--- config.mk ---
export PLATFORM = sky130hd
export DESIGN_NAME = ksme_mul
export DESIGN_NICKNAME = d
export VERILOG_FILES = /design/src/hw/rtl/ksme_mul.sv
export SDC_FILE = /design/constraint.sdc
export NUM_CORES = 2
export LEC_CHECK = 0
export BUFFER_PORTS_ARGS = -buffer_cell sky130_fd_sc_hd__buf_2
export CAP_MARGIN = 15
export CORE_MARGIN = 1
export CORE_UTILIZATION = 55
export DETAILED_ROUTE_END_ITERATION = 10
export PLACE_DENSITY = 0.69
export RECOVER_POWER = 100
export SLEW_MARGIN = 20
export SYNTH_ARGS = -nofsm -noshare
export SYNTH_HDL_FRONTEND = slang
export SYNTH_SLANG_ARGS = --single-unit
--- constraint.sdc ---
create_clock -name clk -period 15.2 [get_ports clk]
set_input_delay 2.28 -clock clk [delete_from_list [all_inputs] [get_ports clk]]
set_output_delay 2.28 -clock clk [all_outputs]
set_load 0.01 [all_outputs]
--- src/hw/rtl/ksme_mul.sv ---
// ----------------------------------------------------------------------------
// ksme_mul: shared registered multiplier
// One 34x34 unsigned product, split into two 17-bit halves of the second operand.
// ----------------------------------------------------------------------------
module ksme_mul (
  input  logic        clk,
  input  logic        start,
  input  logic [33:0] op_a,
  input  logic [33:0] op_b,
  output logic [67:0] prod
);

  logic [33:0] a_r;
  logic [33:0] b_r;
  logic [50:0] lo_r;
  logic [50:0] hi_w;

  assign hi_w = 51'(a_r * b_r[33:17]);

  always_ff @(posedge clk) begin
    if (start) begin
      a_r  <= op_a;
      b_r  <= op_b;
    end
    lo_r <= 51'(a_r * b_r[16:0]);
  end

  assign prod = {hi_w, 17'd0} + {17'd0, lo_r};

endmodule

==> impl_metrics.py <==
metrics = {
    "timing": {
        "rsz0062_at_grt": "false",
        "fin_setup_tns_ns": 0,
        "fin_ws_ns": 3.18,
        "fin_worst_skew_ns": 0.0182,
        "layout_min_cycle_time_ns": 12.02,
        "fmaxAchievable_ghz": 0.0832,
        "finalCritPeriodShare": 0.791,
        "hold_viol": 0,
        "slew_headroom": -2.02,
        "maxSlewViolCount": 139,
        "setup_viol": 0,
        "timing.hold.ws_ns": 0.913,
        "worst_pin_slew_ns": 4.53,
    },
    "status": {
        "status": "complete, but fails checks",
        "failed_checks": "max-capacitance violations, max-slew violations",
    },
    "critical_path": {
        "worstRegToRegCells": 21,
        "arrival_ns": 9.74,
        "crit_type": "reg2out",
        "cpLargestDelayFamily": "adder cells",
        "worst_path_max_delay_cell": "edfxtp_1",
        "cp_num_buf_inv": 7,
        "endpoint_kind": "output pin",
        "cp.required_ns": 12.92,
        "path_max_fanout": 18,
        "slowest_delay_ns": 0.88,
        "cp_num_cells": 32,
        "start_kind": "register",
    },
    "logic_synthesis": {
        "syn-cell-area_um2": 41800,
        "yosysTopAreaCellShare": 0.460,
        "synth-seq-cells": 119,
        "synthXorXnorAreaFrac": 0.0281,
        "syn-mean-instance-area_um2": 8.75,
        "synth_area_leader_cell": "fa_1",
        "synth_top_family_by_area": "adder cells",
        "synthFlopType": "edfxtp_1",
        "ys.warnings.count": 0,
        "synth_cells": 4775,
        "synth_compound_area_frac": 0.0617,
        "synth-simple-area-share": 0.165,
        "muxShareOfSynthArea": 0.000749,
        "ys_seq_area_frac": 0.0734,
        "postSynth.asyncResetShare": 0,
        "synthAdderAreaFrac": 0.546,
        "synth.distinct_cells": 76,
        "synthTopCellsByArea": "fa_1 (46%), inv_1 (9.9%), ha_1 (8.7%), nand2_1 (8.4%), edfxtp_1 (4.9%)",
        "synth_edf_count": 68,
        "syn_nets": 6093,
    },
    "cts": {
        "clkLatencyLatePin_ns": 0.50,
        "clk_pin_slew_ns": 0.06,
        "cts_resized": 0,
        "htree_num_levels": 4,
        "clock_sinks": 119,
        "cts_buffer_depth": 2,
        "postCtsSetupBuffers": 0,
        "cts_buffers": 17,
        "cts_hold_buf": 0,
        "cts_tree": "done",
        "cts_root_buffer": "clkbuf_16",
    },
    "place": {
        "io_buffer_count": 137,
        "dp_hpwl_mm": 82.1,
        "post-place-ws_ns": 4.36,
        "place.gp.congestion": 0.939,
    },
    "route": {
        "wl_per_cell_um": 19.1,
        "drtAntennaViolNets": 0,
        "drc_errors": 0,
        "drt_iter0_drc": 2022,
        "drt_pre_antenna_iters": 5,
        "vias_per_cell": 5.59,
        "dr_total_vias": 32000,
        "wirelength_mm": 109,
    },
    "run": {
        "maxCapViolCount": 3,
    },
    "floorplanning": {
        "die_y_um": 278,
        "die-width_um": 278,
        "io_pins": 138,
        "die_area_um2": 77000,
        "start_util": 0.558,
        "core.rowCount": 100,
        "core_um2": 74800,
    },
    "global_routing": {
        "grt_pass1_vias": 34100,
        "gr-total-overflow": 0,
        "grt_pass1_wl_mm": 181,
        "antenna_found_initial": 0,
        "grt.total_usage": 0.301,
        "grt_max_degree": 69,
    },
    "layout": {
        "nets": 6053,
        "final_common_cell": "inv_1",
        "final_cell_mix": "inv_1 (1098), fa_1 (959), nand2_1 (938)",
        "area_growth_pct": 4.34,
        "drive_above_1_share": 0.0383,
    },
    "worst_hold_path": {
        "holdCritPathClass": "reg2reg",
        "min_path_cells": 2,
    },
}
==> worst reg2reg max path: stages (launching register included) <==
cell	delay [ns]
edfxtp_1	0.32
clkbuf_1	1.59
nand2_1	0.29
fa_1	0.65
inv_1	0.06
fa_1	0.50
inv_1	0.06
fa_1	0.52
inv_1	0.05
fa_1	0.45
ha_1	0.40
nand4_1	0.18
nor3_1	0.34
o31ai_1	0.13
o21ai_0	0.61
o211a_1	0.27
o21ai_0	0.16
o22ai_1	0.32
a21oi_1	0.16
o41ai_1	0.58
a221oi_1	0.20
xnor2_1	0.51
==> cells in the mapped netlist (all sizes together) (49+ instances only) <==
library cell / instances
a21o: 67
a21oi: 124
and2: 316
clkbuf: 239
dfxtp: 51
edfxtp: 68
fa: 959
ha: 289
inv: 1098
nand2: 938
nor2: 92
o21ai: 76
xnor2: 85
xor2: 49
==> area by class of cell <==
type / instances / area (um2)
sequential: 119 / 3060
tap: 969 / 1210
multi-input combinational: 3293 / 33500
antenna: 1 / 2.50
clock buffer: 19 / 453
inverter: 1098 / 4120
timing repair buffer: 206 / 1100
clock inverter: 13 / 133
fill: 6689 / 31300
==> path summary, 6_finish.rpt <==
path	start	endpoint	slack, ns
worst min-delay path	a_r[0]	lo_r[0]	0.91
worst min register to register	a_r[0]	lo_r[0]	0.91
worst max-delay path	a_r[23]	prod[65]	3.18
worst max register to register	b_r[0]	lo_r[50]	6.68
==> state kept, by name, indices dropped and copies added, names as in the netlist <==
register	count
b_r	34
lo_r	51
a_r	34
==> through the flow <==
| step | util | area (um2) | cells |
|---|---|---|---|
| global placement | 0.576 | 43100 | 5685 |
| detailed placement | 0.576 | 43100 | 5685 |
| floorplan | - | 41800 | 4775 |
| global route | 0.582 | 43600 | 5717 |
| CTS | 0.584 | 43700 | 5717 |
| finish | 0.582 | 43600 | 5718 |
==> cells by family after synthesis <==
logic type / count (synthesis)
AOI/OAI and AO/OA: 397
adders and majority gates: 1248
muxes: 3
and+or+nand+nor: 1511
xor gates and xnor gates: 134
buffers and inverters: 1363
DFF: 119
==> layer usage <==
layer | GRT usage | share of wire | vias up
met5 | 0 | 0 | -
met2 | 0.511 | 0.48 | 1345
li1 | - | - | 14000
met4 | 0.144 | 0.053 | 0
met3 | 0.0394 | 0.069 | 295
met1 | 0.380 | 0.39 | 16300
Power is left out: the tool's default activity adds up to more than one toggle a clock period on the data nets, which glitch-free logic cannot reach.
